### src/rtl/pfr_pkg.sv
//------------------------------------------------------------------------------
// pfr_pkg
// Shared types and constants of the page frame replacement unit.
//------------------------------------------------------------------------------
package pfr_pkg;

  localparam int unsigned DefFrames   = 16;
  localparam int unsigned DefAddrBits = 32;
  localparam int unsigned PageW       = 32;
  localparam int unsigned IdxOutW     = 4;
  localparam int unsigned StampW      = 32;
  localparam int unsigned OffW        = 5;
  localparam int unsigned CfgW        = 5;
  localparam int unsigned CfgIdxW     = 1;

  localparam logic [CfgIdxW-1:0] RegMode   = 1'b0;
  localparam logic [CfgIdxW-1:0] RegOffset = 1'b1;

  localparam logic [StampW-1:0] TimeMax = '1;

  localparam logic ModeLru   = 1'b0;
  localparam logic ModeClock = 1'b1;

endpackage

### src/rtl/pfr_front.sv
//------------------------------------------------------------------------------
// pfr_front
// Accepts addresses, masks them to the address width and forms page numbers
// into a two-entry request queue toward the frame engine.
//------------------------------------------------------------------------------
module pfr_front import pfr_pkg::*; #(
  parameter int unsigned ADDR_BITS = DefAddrBits
) (
  input  logic             clk_i,
  input  logic             rst_ni,
  input  logic             push,
  output logic             full,
  input  logic [31:0]      virtual_address_i,
  input  logic [OffW-1:0]  offset_i,
  output logic             req_valid_o,
  output logic [PageW-1:0] req_page_o,
  input  logic             req_take_i
);

  logic [PageW-1:0] mem_q [2];
  logic             wr_q, rd_q;
  logic [1:0]       cnt_q;
  logic [31:0]      addr;
  logic [PageW-1:0] page;
  logic             do_push;

  assign addr    = virtual_address_i & (32'hFFFF_FFFF >> (32 - ADDR_BITS));
  assign page    = addr >> offset_i;
  assign full    = (cnt_q == 2'd2);
  assign do_push = push && !full;
  assign req_valid_o = (cnt_q != 2'd0);
  assign req_page_o  = mem_q[rd_q];

  always_ff @(posedge clk_i) begin
    if (do_push) begin
      mem_q[wr_q] <= page;
    end
  end

  always_ff @(posedge clk_i or negedge rst_ni) begin
    if (!rst_ni) begin
      wr_q  <= 1'b0;
      rd_q  <= 1'b0;
      cnt_q <= 2'd0;
    end else begin
      if (do_push) begin
        wr_q <= ~wr_q;
      end
      if (req_take_i && req_valid_o) begin
        rd_q <= ~rd_q;
      end
      cnt_q <= cnt_q + 2'(do_push) - 2'(req_take_i && req_valid_o);
    end
  end

  assert property (@(posedge clk_i) disable iff (!rst_ni) cnt_q <= 2'd2)
    else $error("request queue overflow");
  assert property (@(posedge clk_i) disable iff (!rst_ni)
    (cnt_q == 2'd0) |-> !req_valid_o)
    else $error("request offered from empty queue");
  assert property (@(posedge clk_i) disable iff (!rst_ni)
    (full && !req_take_i) |=> full)
    else $error("queue drained without a take");

endmodule

### src/rtl/pfr_back.sv
//------------------------------------------------------------------------------
// pfr_back
// Frame engine: scans the frame table one entry per cycle for lookup, LRU
// minimum search and the clock sweep, then updates the frame and emits a
// result into a one-entry output register.
//------------------------------------------------------------------------------
module pfr_back import pfr_pkg::*; #(
  parameter int unsigned FRAMES = DefFrames
) (
  input  logic               clk_i,
  input  logic               rst_ni,
  input  logic               mode_i,
  input  logic               req_valid_i,
  input  logic [PageW-1:0]   req_page_i,
  output logic               req_take_o,
  output logic               empty,
  input  logic               pop,
  output logic               hit_o,
  output logic [IdxOutW-1:0] frame_index_o,
  output logic               evicted_valid_o,
  output logic [PageW-1:0]   evicted_page_o
);

  localparam int unsigned IdxW = $clog2(FRAMES);
  localparam int unsigned CntW = $clog2(FRAMES + 1);

  typedef enum logic [4:0] {
    S_IDLE  = 5'b00001,
    S_LOOK  = 5'b00010,
    S_LRU   = 5'b00100,
    S_CLOCK = 5'b01000,
    S_DONE  = 5'b10000
  } state_e;

  state_e            state_q;
  logic [FRAMES-1:0] valid_q, ref_q;
  logic [PageW-1:0]  page_q  [FRAMES];
  logic [StampW-1:0] stamp_q [FRAMES];
  logic [IdxW-1:0]   hand_q, idx_q, best_q;
  logic [CntW-1:0]   cnt_q;
  logic [StampW-1:0] time_q, best_stamp_q;
  logic              best_empty_q;
  logic [PageW-1:0]  cur_page_q;
  logic              out_full_q;
  logic              res_hit_q, res_ev_q;
  logic [IdxW-1:0]   res_idx_q;
  logic [PageW-1:0]  res_page_q;
  logic              out_hit_q, out_ev_q;
  logic [IdxW-1:0]   out_idx_q;
  logic [PageW-1:0]  out_page_q;
  logic [IdxW-1:0]   idx_nx, hand_nx;
  logic              last;

  function automatic logic [IdxW-1:0] wrap_inc(input logic [IdxW-1:0] v);
    logic [IdxW-1:0] r;
    r = (32'(v) == FRAMES - 1) ? '0 : v + 1'b1;
    return r;
  endfunction

  assign idx_nx  = wrap_inc(idx_q);
  assign hand_nx = wrap_inc(hand_q);
  assign last    = (32'(idx_q) == FRAMES - 1);
  assign req_take_o = (state_q == S_IDLE) && req_valid_i;

  assign empty           = !out_full_q;
  assign hit_o           = out_hit_q;
  assign frame_index_o   = IdxOutW'(32'(out_idx_q));
  assign evicted_valid_o = out_ev_q;
  assign evicted_page_o  = out_page_q;

  // Payload tables, written only when a request resolves.
  always_ff @(posedge clk_i) begin
    if (state_q == S_IDLE && req_take_o) begin
      cur_page_q <= req_page_i;
    end
    if (state_q == S_LOOK && valid_q[idx_q] && page_q[idx_q] == cur_page_q) begin
      if (mode_i == ModeLru) begin
        stamp_q[idx_q] <= time_q;
      end
      res_hit_q  <= 1'b1;
      res_idx_q  <= idx_q;
      res_ev_q   <= 1'b0;
      res_page_q <= '0;
    end
    if (state_q == S_LRU) begin
      if (!valid_q[idx_q] && !best_empty_q) begin
        best_q       <= idx_q;
        best_empty_q <= 1'b1;
      end else if (valid_q[idx_q] && !best_empty_q &&
                   (idx_q == '0 || stamp_q[idx_q] < best_stamp_q)) begin
        best_q       <= idx_q;
        best_stamp_q <= stamp_q[idx_q];
      end
      if (last) begin
        // Final candidate must be folded in here as well.
        if (!valid_q[idx_q] && !best_empty_q) begin
          res_idx_q <= idx_q;
          res_ev_q  <= 1'b0;
          res_page_q <= '0;
          page_q[idx_q]  <= cur_page_q;
          stamp_q[idx_q] <= time_q;
        end else if (best_empty_q || (idx_q != '0 && !(stamp_q[idx_q] < best_stamp_q))) begin
          res_idx_q  <= best_q;
          res_ev_q   <= valid_q[best_q];
          res_page_q <= valid_q[best_q] ? page_q[best_q] : '0;
          page_q[best_q]  <= cur_page_q;
          stamp_q[best_q] <= time_q;
        end else begin
          res_idx_q  <= idx_q;
          res_ev_q   <= 1'b1;
          res_page_q <= page_q[idx_q];
          page_q[idx_q]  <= cur_page_q;
          stamp_q[idx_q] <= time_q;
        end
        res_hit_q <= 1'b0;
      end
    end
    if (state_q == S_LOOK && last && !(valid_q[idx_q] && page_q[idx_q] == cur_page_q)) begin
      best_empty_q <= 1'b0;
      best_stamp_q <= '0;
    end
    if (state_q == S_CLOCK && (!ref_q[hand_q] || cnt_q == CntW'(FRAMES))) begin
      res_hit_q  <= 1'b0;
      res_idx_q  <= hand_q;
      res_ev_q   <= valid_q[hand_q];
      res_page_q <= valid_q[hand_q] ? page_q[hand_q] : '0;
      page_q[hand_q]  <= cur_page_q;
      stamp_q[hand_q] <= '0;
    end
    // The finished result moves to the output register once that is free.
    if (state_q == S_DONE && (!out_full_q || pop)) begin
      out_hit_q  <= res_hit_q;
      out_idx_q  <= res_idx_q;
      out_ev_q   <= res_ev_q;
      out_page_q <= res_page_q;
    end
  end

  always_ff @(posedge clk_i or negedge rst_ni) begin
    if (!rst_ni) begin
      state_q    <= S_IDLE;
      valid_q    <= '0;
      ref_q      <= '0;
      hand_q     <= '0;
      idx_q      <= '0;
      cnt_q      <= '0;
      time_q     <= '0;
      out_full_q <= 1'b0;
    end else begin
      if (pop && out_full_q) begin
        out_full_q <= 1'b0;
      end
      case (state_q)
        S_IDLE: begin
          if (req_valid_i) begin
            idx_q   <= '0;
            state_q <= S_LOOK;
          end
        end
        S_LOOK: begin
          if (valid_q[idx_q] && page_q[idx_q] == cur_page_q) begin
            if (mode_i == ModeClock) begin
              ref_q[idx_q] <= 1'b1;
            end else if (time_q != TimeMax) begin
              time_q <= time_q + 1'b1;
            end
            state_q <= S_DONE;
          end else if (last) begin
            idx_q   <= '0;
            cnt_q   <= '0;
            state_q <= (mode_i == ModeClock) ? S_CLOCK : S_LRU;
          end else begin
            idx_q <= idx_nx;
          end
        end
        S_LRU: begin
          if (last) begin
            if (!valid_q[idx_q] && !best_empty_q) begin
              valid_q[idx_q] <= 1'b1;
              ref_q[idx_q]   <= 1'b0;
            end else if (best_empty_q ||
                         (idx_q != '0 && !(stamp_q[idx_q] < best_stamp_q))) begin
              valid_q[best_q] <= 1'b1;
              ref_q[best_q]   <= 1'b0;
            end else begin
              valid_q[idx_q] <= 1'b1;
              ref_q[idx_q]   <= 1'b0;
            end
            if (time_q != TimeMax) begin
              time_q <= time_q + 1'b1;
            end
            state_q <= S_DONE;
          end else begin
            idx_q <= idx_nx;
          end
        end
        S_CLOCK: begin
          if (!ref_q[hand_q] || cnt_q == CntW'(FRAMES)) begin
            valid_q[hand_q] <= 1'b1;
            ref_q[hand_q]   <= 1'b0;
            hand_q          <= hand_nx;
            state_q         <= S_DONE;
          end else begin
            ref_q[hand_q] <= 1'b0;
            hand_q        <= hand_nx;
            cnt_q         <= cnt_q + 1'b1;
          end
        end
        S_DONE: begin
          if (!out_full_q || pop) begin
            out_full_q <= 1'b1;
            state_q    <= S_IDLE;
          end
        end
        default: state_q <= S_IDLE;
      endcase
    end
  end

  assert property (@(posedge clk_i) disable iff (!rst_ni) $onehot(state_q))
    else $error("state register not one-hot");
  assert property (@(posedge clk_i) disable iff (!rst_ni)
    (state_q == S_DONE && !out_full_q) |=> !empty)
    else $error("result lost");
  assert property (@(posedge clk_i) disable iff (!rst_ni)
    (state_q == S_CLOCK) |-> (cnt_q <= CntW'(FRAMES)))
    else $error("clock sweep ran past one turn");
  assert property (@(posedge clk_i) disable iff (!rst_ni)
    (time_q == TimeMax) |=> (time_q == TimeMax))
    else $error("time counter wrapped");

endmodule

### src/rtl/page_frame_replacement.sv
//------------------------------------------------------------------------------
// page_frame_replacement
// Fully associative page frame table with LRU or clock replacement.
//------------------------------------------------------------------------------
// Usage: push a virtual address while full is low; one result (hit, frame,
// evicted page) appears per request, in order, while empty is low, and is
// taken with pop. A two-entry request queue lets addresses be pushed while
// the frame engine works.
// Operation: the engine scans the frame table one frame per cycle. A hit
// ends the lookup scan at the matching frame; a miss scans the whole table
// for lookup, then runs the LRU search over all frames or a clock sweep of
// up to FRAMES+1 frames, and then posts the result. The engine takes the
// next request only after the last result has moved to the output register.
// Configuration: register 0 selects LRU (0) or clock (1), register 1 holds
// the page offset width; write only while idle.
// Reset empties all frames, zeroes the clock hand and time counter, and
// sets the page offset width to 12. When pop stays low, the engine holds a
// finished result and the queue fills, then full rises.
//------------------------------------------------------------------------------
module page_frame_replacement import pfr_pkg::*; #(
  parameter int unsigned FRAMES    = DefFrames,
  parameter int unsigned ADDR_BITS = DefAddrBits
) (
  input  logic               clk_i,
  input  logic               rst_ni,
  input  logic               cfg_we_i,
  input  logic [CfgIdxW-1:0] cfg_idx_i,
  input  logic [CfgW-1:0]    cfg_data_i,
  input  logic               push,
  output logic               full,
  input  logic [31:0]        virtual_address_i,
  output logic               empty,
  input  logic               pop,
  output logic               hit_o,
  output logic [IdxOutW-1:0] frame_index_o,
  output logic               evicted_valid_o,
  output logic [PageW-1:0]   evicted_page_o
);

  logic             mode_q;
  logic [OffW-1:0]  off_q;
  logic             req_valid, req_take;
  logic [PageW-1:0] req_page;

  always_ff @(posedge clk_i or negedge rst_ni) begin
    if (!rst_ni) begin
      mode_q <= ModeLru;
      off_q  <= OffW'(12);
    end else if (cfg_we_i) begin
      case (cfg_idx_i)
        RegMode:   mode_q <= cfg_data_i[0];
        RegOffset: off_q  <= cfg_data_i[OffW-1:0];
        default: ;
      endcase
    end
  end

  pfr_front #(.ADDR_BITS(ADDR_BITS)) u_front (
    .clk_i, .rst_ni, .push, .full, .virtual_address_i,
    .offset_i(off_q), .req_valid_o(req_valid), .req_page_o(req_page),
    .req_take_i(req_take)
  );

  pfr_back #(.FRAMES(FRAMES)) u_back (
    .clk_i, .rst_ni, .mode_i(mode_q), .req_valid_i(req_valid),
    .req_page_i(req_page), .req_take_o(req_take), .empty, .pop,
    .hit_o, .frame_index_o, .evicted_valid_o, .evicted_page_o
  );

endmodule
### config.mk
export PLATFORM = sky130hd
export DESIGN_NAME = page_frame_replacement
export DESIGN_NICKNAME = d
export VERILOG_FILES = /design/src/rtl/pfr_pkg.sv /design/src/rtl/pfr_front.sv /design/src/rtl/pfr_back.sv /design/src/rtl/page_frame_replacement.sv
export SDC_FILE = /design/constraint.sdc
export NUM_CORES = 2
export LEC_CHECK = 0
export CAP_MARGIN = 15
export CELL_PAD_IN_SITES_DETAIL_PLACEMENT = 1
export CELL_PAD_IN_SITES_GLOBAL_PLACEMENT = 2
export CORE_AREA = 2 2 404 406
export CTS_BUF_LIST = sky130_fd_sc_hd__clkbuf_8
export DETAILED_ROUTE_END_ITERATION = 8
export DIE_AREA = 0 0 406 408
export DONT_BUFFER_PORTS = 1
export HOLD_SLACK_MARGIN = 0.05
export PLACE_DENSITY_LB_ADDON = 0.1
export SYNTH_ARGS = -nofsm -noshare
export SYNTH_HDL_FRONTEND = slang
export SYNTH_SLANG_ARGS = --single-unit
### constraint.sdc
create_clock -name clk_i -period 16.7 [get_ports clk_i]
set_clock_uncertainty 0.05 [all_clocks]
set_input_delay 1.67 -clock clk_i [delete_from_list [all_inputs] [get_ports clk_i]]
set_output_delay 1.67 -clock clk_i [all_outputs]
set_load 0.02 [all_outputs]
=== After elaboration in Yosys (flattened, before gate mapping) ===
Memory sizes are Yosys's and may differ from the RTL's. A register that Yosys moved wholly into a read port is not among the register bits.
Cells that the tools add are included.

* Add/subtract/negate cells: 6
* Magnitude comparators: 7
* Equality and inequality tests: 23
* Shifts and indexed selects: 1
* Muxes and demuxes: 113
* Bitwise gates (word level): 17
* Reduce and logical (&&, ||, !) cells: 54

{| class="wikitable"
|+ Operator list
! cell !! count
|-
| 32-bit two-way mux || 19
|-
| 16-bit two-way mux || 9
|-
| 32-bit OR reduction || 4
|-
| 4-bit two-way mux || 19
|-
| 16-bit bitwise OR || 4
|-
| 32-bit one-hot mux with 2 select lines || 1
|-
| 16-bit bitwise AND || 3
|-
| 16-bit NOT || 3
|-
| 16-bit one-hot mux with 3 select lines || 1
|-
| 5-bit two-way mux || 9
|-
| 1-bit two-way mux || 44
|-
| 32-bit by 1-bit adder with 32-bit output, second input constant || 1
|-
| 32-bit == test || 1
|-
| 32-bit < comparator || 1
|-
| 32-bit inequality test, second input constant || 1
|-
| 16-bit one-hot mux with 2 select lines || 1
|-
| 32-bit by 5-bit >> shifter with 32-bit output || 1
|-
| 5-bit one-hot mux with 5 select lines || 1
|-
| 1-bit logical AND || 19
|-
| 1-bit binary-select mux with 4-bit select || 4
|-
| 2-bit inequality test, second input constant || 8
|-
| 4-bit AND reduction || 4
|-
| 4-bit by 5-bit < comparator with 1-bit output, second input constant || 3
|-
| 1-bit demux with 4-bit select || 3
|-
| other kinds (27) || 57
|}

* Flip-flop bits (word level): 206
* Bits in writable memories: 1088
* Input bits: 43
* Output and inout port bits: 40
* Logic and storage cells: 248
* Memories kept: 3

{| class="wikitable"
|+ Memory list
! name !! words !! bits a word !! rd ports !! clocked after Yosys merged registers in !! write ports !! line !! source
|-
| u_back.page_q || 16 || 32 || 3 || 1 || 1 || pfr_back.sv:37 || <nowiki>logic [PageW-1:0] page_q [FRAMES];</nowiki>
|-
| u_back.stamp_q || 16 || 32 || 1 || 0 || 1 || pfr_back.sv:38 || <nowiki>logic [StampW-1:0] stamp_q [FRAMES];</nowiki>
|-
| u_front.mem_q || 2 || 32 || 1 || 1 || 1 || pfr_front.sv:20 || <nowiki>logic [PageW-1:0] mem_q [2];</nowiki>
|}

=== Depth between registers and ports, before layout ===
An unclocked memory read counts as a cell.

* Depth in word-level cells: 13
* Depth in mapped cells: 22
* Gate-level depth less buffers: 13

=== Modules after synthesis ===
Synthesis repeated with hierarchy kept, for this count alone.

* Cells, all modules: 3768
* Area, all modules: 64499.4 µm²

{| class="wikitable"
|+ Modules (own cells, without submodules)
! module !! instances !! cells each !! area an instance (µm²) !! sequential area each (µm²)
|-
| pfr_back || 1 || 3416 || 59652.2 || 36551.3
|-
| pfr_front || 1 || 338 || 4610.7 || 2021.9
|-
| page_frame_replacement || 1 || 14 || 236.5 || 152.6
|}

=== Worst setup path after synthesis ===
No wires, ideal clock.

* Path kind: flip-flop to flip-flop
* Start point: register u_back.idx_q[0]
* End point: memory u_back.page_q[8][0], enable pin
* Library setup time: 0.461 ns
* Data arrival time: 7.732 ns
* Data required time: 16.189 ns
* Slack: 8.457 ns
* Stages on the path, launching flop included: 20
* Path buffers: 6
* Period minus slack after synthesis: 8.243 ns
* Path through: dfrtp_1 buf_6 buf_8 buf_4 buf_4 clkbuf_1 buf_1 mux4_2 mux4_2 ha_1 a21o_1 a21o_1 a211o_1 a2111oi_0 a2111oi_2 o21ai_2 o21ai_0 o21ai_1 nand3_1 nor3_1

* Longest elaborated chain between the ends: 13
* Elaborated cells on any way between the ends: 31
* Classes of those cells: 1 x order compare; 1 x eq/ne; 20 x mux; 1 x bitwise; 7 x reduce/logical; 1 x memory

{| class="wikitable"
|+ RTL lines
! what !! line !! source
|-
| start, declared || pfr_back.sv:39 || <nowiki>logic [IdxW-1:0] hand_q, idx_q, best_q;</nowiki>
|-
| start signal, assigned || pfr_back.sv:173 || <nowiki>idx_q <= idx_nx;</nowiki>
|-
| start signal, assigned || pfr_back.sv:194 || <nowiki>idx_q <= idx_nx;</nowiki>
|-
| memory read 16 x 32 bit || n/a ||
|-
| 32-bit < comparator || pfr_back.sv:102 || <nowiki>end else if (best_empty_q || (idx_q != '0 && !(stamp_q[idx_q] < best_stamp_q))) begin</nowiki>
|-
| 1-bit zero test || pfr_back.sv:102 ||
|-
| 1-bit logical AND || pfr_back.sv:102 ||
|-
| 1-bit logical OR || pfr_back.sv:102 ||
|-
| 1-bit two-way mux || pfr_back.sv:102 ||
|-
| 1-bit two-way mux || pfr_back.sv:96 || <nowiki>if (!valid_q[idx_q] && !best_empty_q) begin</nowiki>
|-
| 1-bit two-way mux || pfr_back.sv:94 || <nowiki>if (last) begin</nowiki>
|-
| 1-bit two-way mux || pfr_back.sv:85 || <nowiki>if (state_q == S_LRU) begin</nowiki>
|-
| 1-bit two-way mux (on tied branches) || pfr_back.sv:106, pfr_back.sv:112 ||
|-
| 32-bit OR reduction (no source line) / 1-bit bitwise OR (equally long branches) || n/a ||
|-
| 4-bit two-way mux (no source line) / 1-bit two-way mux (equally long branches) (2 in a row) || n/a ||
|-
| end, declared || pfr_back.sv:37 ||
|}

Several ways; a longest one is shown, not always the timed one. The select of a mux whose other input is x is not followed.

=== Worst setup path in the final report ===
* Start point: register u_back.idx_q[1]
* End point: memory u_back.page_q[8][14], enable pin

The elaborated chain is that of the path after synthesis.

==> summary.md <==
| Metric | Value |
|---|---|
| Headroom to the max-slew limit | `between 10 and 15%` |
| Total routing usage reported by global routing | `26.2%` |
| Floorplan row count | `around 150` |
| Synthesized area | `between 60000 and 70000 um^2` |
| MaxCap Viol Count | `0` |
| Worst setup startpoint | `u_back.idx_q[1]$_DFFE_PN0P_` |
| Type of the tightest min-delay check | `input port to asynchronous set/reset pin` |
| Area growth, synth to finish | `11.5%` |
| Maximum buffer depth of the clock tree | `3` |
| Outcome | `finished clean` |
| Die area | `approximately 170000 um^2` |
| Share of async-settable or async-resettable flops after synthesis | `about 7%` |
| Number of enable flip-flop cells after synthesis | `around 1200` |
| Clock tree root buffer cell | `sky130_fd_sc_hd__clkbuf_8` |
| Internal power | `~6 mW` |
| Number of antenna violations at the first check in global routing | `12` |
| Synth area leader | `sky130_fd_sc_hd__edfxtp_1` |
| Synth Net Count | `3861` |
| Switch Pwr | `about 2.6 mW` |
| Period Utilization, post-route | `55.1%` |
| Vias per cell | `roughly 6.2` |
| Portion of the post-synthesis area used by sequential elements | `approximately three fifths` |
| List of most frequent post-synthesis cells | `1162 x sky130_fd_sc_hd__edfxtp_1, 592 x sky130_fd_sc_hd__mux4_2, 212 x sky130_fd_sc_hd__mux2i_1, 193 x sky130_fd_sc_hd__nand2_1, 160 x sky130_fd_sc_hd__nor2_1` |
| Maximum vdd drop | `roughly 0.090 mV` |
| I/O pin count | `83` |
| Setup repair after global routing missed its margin | `no` |
| Clock tree from TritonCTS | `yes` |
| WL final | `~220000 um` |
| Cell variety after synth | `between 90 and 100` |
| Achievable frequency | `0.109 GHz` |
| Power density normalized to cell area | `approximately 120 nW/um^2` |
| Post-synthesis sequential element count | `~1300` |
| Share of total power consumed by net switching | `approximately 30%` |
| Avg WL per Cell | `~35 um` |
| Origin of the critical flop-to-flop path | `u_back.idx_q[1]$_DFFE_PN0P_` |
| Number of design rule violations left after detail routing | `0` |
| Pin count of the biggest net entering global routing | `between 100 and 150` |
| Final worst hold slack | `approximately 0.32 ns` |
| Actual slew at the worst max-slew pin | `~1.3 ns` |
| Post-route setup TNS | `0 ns` |
| Cell with the most instances after synthesis | `sky130_fd_sc_hd__edfxtp_1` |
| Type of element capturing the critical path | `flip-flop` |
| Total core area | `~160000 um^2` |
| Leading post-synthesis cells by cell area | `sky130_fd_sc_hd__edfxtp_1 55%, sky130_fd_sc_hd__mux4_2 21%, sky130_fd_sc_hd__dfrtp_1 3.5%` |
| Reg2reg setup slack | `7.50 ns` |
| Signal arrival time at the worst endpoint | `9.75 ns` |
| Part of the power in registers | `just under 50%` |
| Net total in the final layout | `3941` |
| Kind of start point of the critical path | `flip-flop` |
| Number of instances in the synthesized netlist | `3774` |
| Number of instances resized during post-cts repair | `0` |
| Worst-case setup margin in the final layout | `about 7.5 ns` |
| Pins Over Slew Limit | `0` |
| Antenna-violating nets left | `0` |
| Most frequently used flop master after synthesis | `sky130_fd_sc_hd__edfxtp_1` |
| WS Path Type | `flip-flop to flip-flop` |
| Fraction of power consumed by combinational cells | `16.5%` |
| Pre-CTS setup slack | `~7.8 ns` |
| Source-to-sink clock delay at the later pin of the worst-skew pair | `1.00 ns` |
| Fillers | `around 16000` |
| Height of the die | `408 um` |
| Clock period minus final worst setup slack | `slightly above 9 ns` |
| Number of global-route vias before repair | `~41000` |
| First-pass GRT wire length | `between 300000 and 400000 um` |
| Number of I/O port buffers | `0` |
| Routability Congestion | `around 0.86` |
| Post-CTS clock slew at the launch and capture registers of the worst setup and hold paths | `roughly 0.06 ns` |
| Die Span X | `a little over 400 um` |
| Post-Synthesis Mean Instance Area | `about 17 um^2` |
| Maximum fanout encountered on the critical timing path | `around 110` |
| First DRT Iteration DRCs | `3889` |
| Number of endpoints with negative hold slack in the final report | `0` |
| Number of search-and-repair iterations in the first detailed-routing pass | `8` |
| DP Wirelength | `129000 um` |
| Post-cts hold buffer count | `0` |
| Share of post-route cells with drive strength above 1 | `around 29%` |
| Clock power frac | `approximately a third` |
| Number of buffers added for setup after CTS | `0` |
| Clk sinks | `around 1300` |
| DR vias | `just under 40000` |
| Setup-violating endpoint count in the final report | `0` |
| Util after Layout | `around 44%` |
| Total leakage power | `roughly 23 nW` |
| Number of buffers added by the clock tree synthesis step | `between 200 and 250` |
| GRT overflow | `0` |
| Required time worst endpoint | `~17 ns` |
| Total number of H-tree levels | `4` |
| Number of synthesis warnings | `0` |
| Proportion of netlist area held by the largest area contributor | `between 50 and 60%` |
| Starting utilization of the core area | `around two fifths` |
-- flip-flops by register name, summed over array words and instances (netlist names), 2 cells and up, named ones only --
| name | flops |
|---|---|
| u_back.time_q | 32 |
| u_back.cur_page_q | 32 |
| u_front.cnt_q | 2 |
| off_q | 5 |
| u_back.page_q | 512 |
| u_back.best_stamp_q | 32 |
| u_back.res_idx_q | 4 |
| u_back.stamp_q | 512 |
| u_back.frame_index_o | 4 |
| u_back.best_q | 4 |
| u_back.hand_q | 4 |
| u_back.ref_q | 16 |
| u_back.evicted_page_o | 32 |
| u_back.cnt_q | 5 |
| u_back.idx_q | 4 |
| u_back.valid_q | 16 |
| u_back.res_page_q | 32 |
| u_back.state_q | 5 |
| u_front.mem_q | 64 |
-- power by group through the flow --
stage                     clock, mW  sequential, mW  combinational (mW)
after floorplan                   0            4.09               0.940
after global placement            0            4.20                1.40
after detailed placement          0            4.22                1.42
after CTS                      3.08            4.15                1.43
after global routing           3.21            4.18                1.51
final                          3.00            4.16                1.42
-- placed cells by master, fill, tap and decap left out, drive strengths merged, types with 10 or more instances in the layout --
| master | instances |
|---|---|
| nor4 | 10 |
| clkinv | 96 |
| a22oi | 45 |
| dfrtp | 90 |
| nand2b | 18 |
| dfxtp | 75 |
| nand3 | 88 |
| a31oi | 28 |
| ha | 44 |
| bufinv | 14 |
| o22ai | 22 |
| mux4 | 593 |
| mux2 | 71 |
| buf | 114 |
| nor3 | 21 |
| a221oi | 11 |
| xnor2 | 58 |
| and3 | 27 |
| mux2i | 212 |
| a32oi | 22 |
| a211oi | 13 |
| nand2 | 193 |
| and2 | 13 |
| o21ai | 105 |
| clkbuf | 239 |
| a21oi | 81 |
| edfxtp | 1162 |
| inv | 148 |
| nor2b | 57 |
| nor2 | 162 |
| nand4 | 34 |
| a21o | 30 |
-- final timing paths --
path,endpoint,cells past startpoint
setup / recovery,u_back.page_q[8][14]$_DFFE_PP_,16
hold / removal,off_q[1]$_DFFE_PN0P_,0
setup reg to reg,u_back.page_q[8][14]$_DFFE_PP_,16
hold reg to reg,u_back.evicted_page_o[7]$_DFFE_PP_,0
max in group asynchronous,u_back.idx_q[3]$_DFFE_PN0P_,0
min in group clk_i,u_back.evicted_page_o[7]$_DFFE_PP_,0
-- routing by layer --
layer | vias up | part of all wire, % | global-route usage, %
li1 | 15736 | - | -
met1 | 21029 | 43 | 37.8
met2 | 1772 | 47 | 40.6
met3 | 342 | 8.0 | 5.43
met4 | 4 | 2.2 | 6.85
met5 | - | 0.012 | 0
-- layout make-up --
| type | instances | area, um^2 | share of cell area, % |
|---|---|---|---|
| Antenna cell | 4 | 10.0 | 0.0140 |
| Clock buffer | 238 | 3280 | 4.59 |
| Clock inverter | 195 | 1340 | 1.88 |
| Inverter | 70 | 264 | 0.370 |
| Multi-Input combinational cell | 2108 | 24000 | 33.7 |
| Sequential cell | 1330 | 38800 | 54.3 |
| Tap cell | 2175 | 2720 | 3.81 |
| Timing Repair Buffer | 115 | 951 | 1.33 |
-- cells by family (layout without fill, tap and decap cells) --
| kind of cell | after synthesis | after routing | share of synthesized area [%] |
|---|---|---|---|
| flip-flops | 1330 | 1330 | 60.5 |
| multiplexers | 876 | 876 | 25.4 |
| AND/OR/NAND/NOR | 671 | 671 | 5.12 |
| AO/OA/AOI/OAI | 454 | 454 | 4.81 |
| buffers and inverters | 336 | 618 | 2.40 |
| XOR/XNOR | 63 | 63 | 0.862 |
| adder cells (fa/ha/maj) | 44 | 44 | 0.860 |
| other | 0 | 4 | 0 |
-- metrics by stage --
step                      cells  instance area [um^2]  total power, mW
after global routing       6232                 71400             8.91
after detailed placement   5787                 66600             5.64
after CTS                  6220                 71300             8.66
after floorplan            3774                 64000             5.03
final                      6235                 71400             8.58
after global placement     5786                 66600             5.60
-- worst max-delay path: stages, from the launching register on --
cell and delay, ns:
sky130_fd_sc_hd__dfrtp_4 0.89, sky130_fd_sc_hd__buf_12 0.45, sky130_fd_sc_hd__buf_4 0.81, sky130_fd_sc_hd__mux4_2 0.43
sky130_fd_sc_hd__mux4_2 0.53, sky130_fd_sc_hd__ha_1 0.34, sky130_fd_sc_hd__a21o_1 0.16, sky130_fd_sc_hd__a21o_1 0.17
sky130_fd_sc_hd__a211o_1 0.30, sky130_fd_sc_hd__a2111oi_1 1.07, sky130_fd_sc_hd__a2111oi_2 0.41, sky130_fd_sc_hd__o21ai_2 0.49
sky130_fd_sc_hd__o21ai_0 0.14, sky130_fd_sc_hd__o21ai_1 0.37, sky130_fd_sc_hd__nand3_1 0.57, sky130_fd_sc_hd__nor3_2 0.34
sky130_fd_sc_hd__buf_4 0.75
Power figures use the tool's default switching activity.
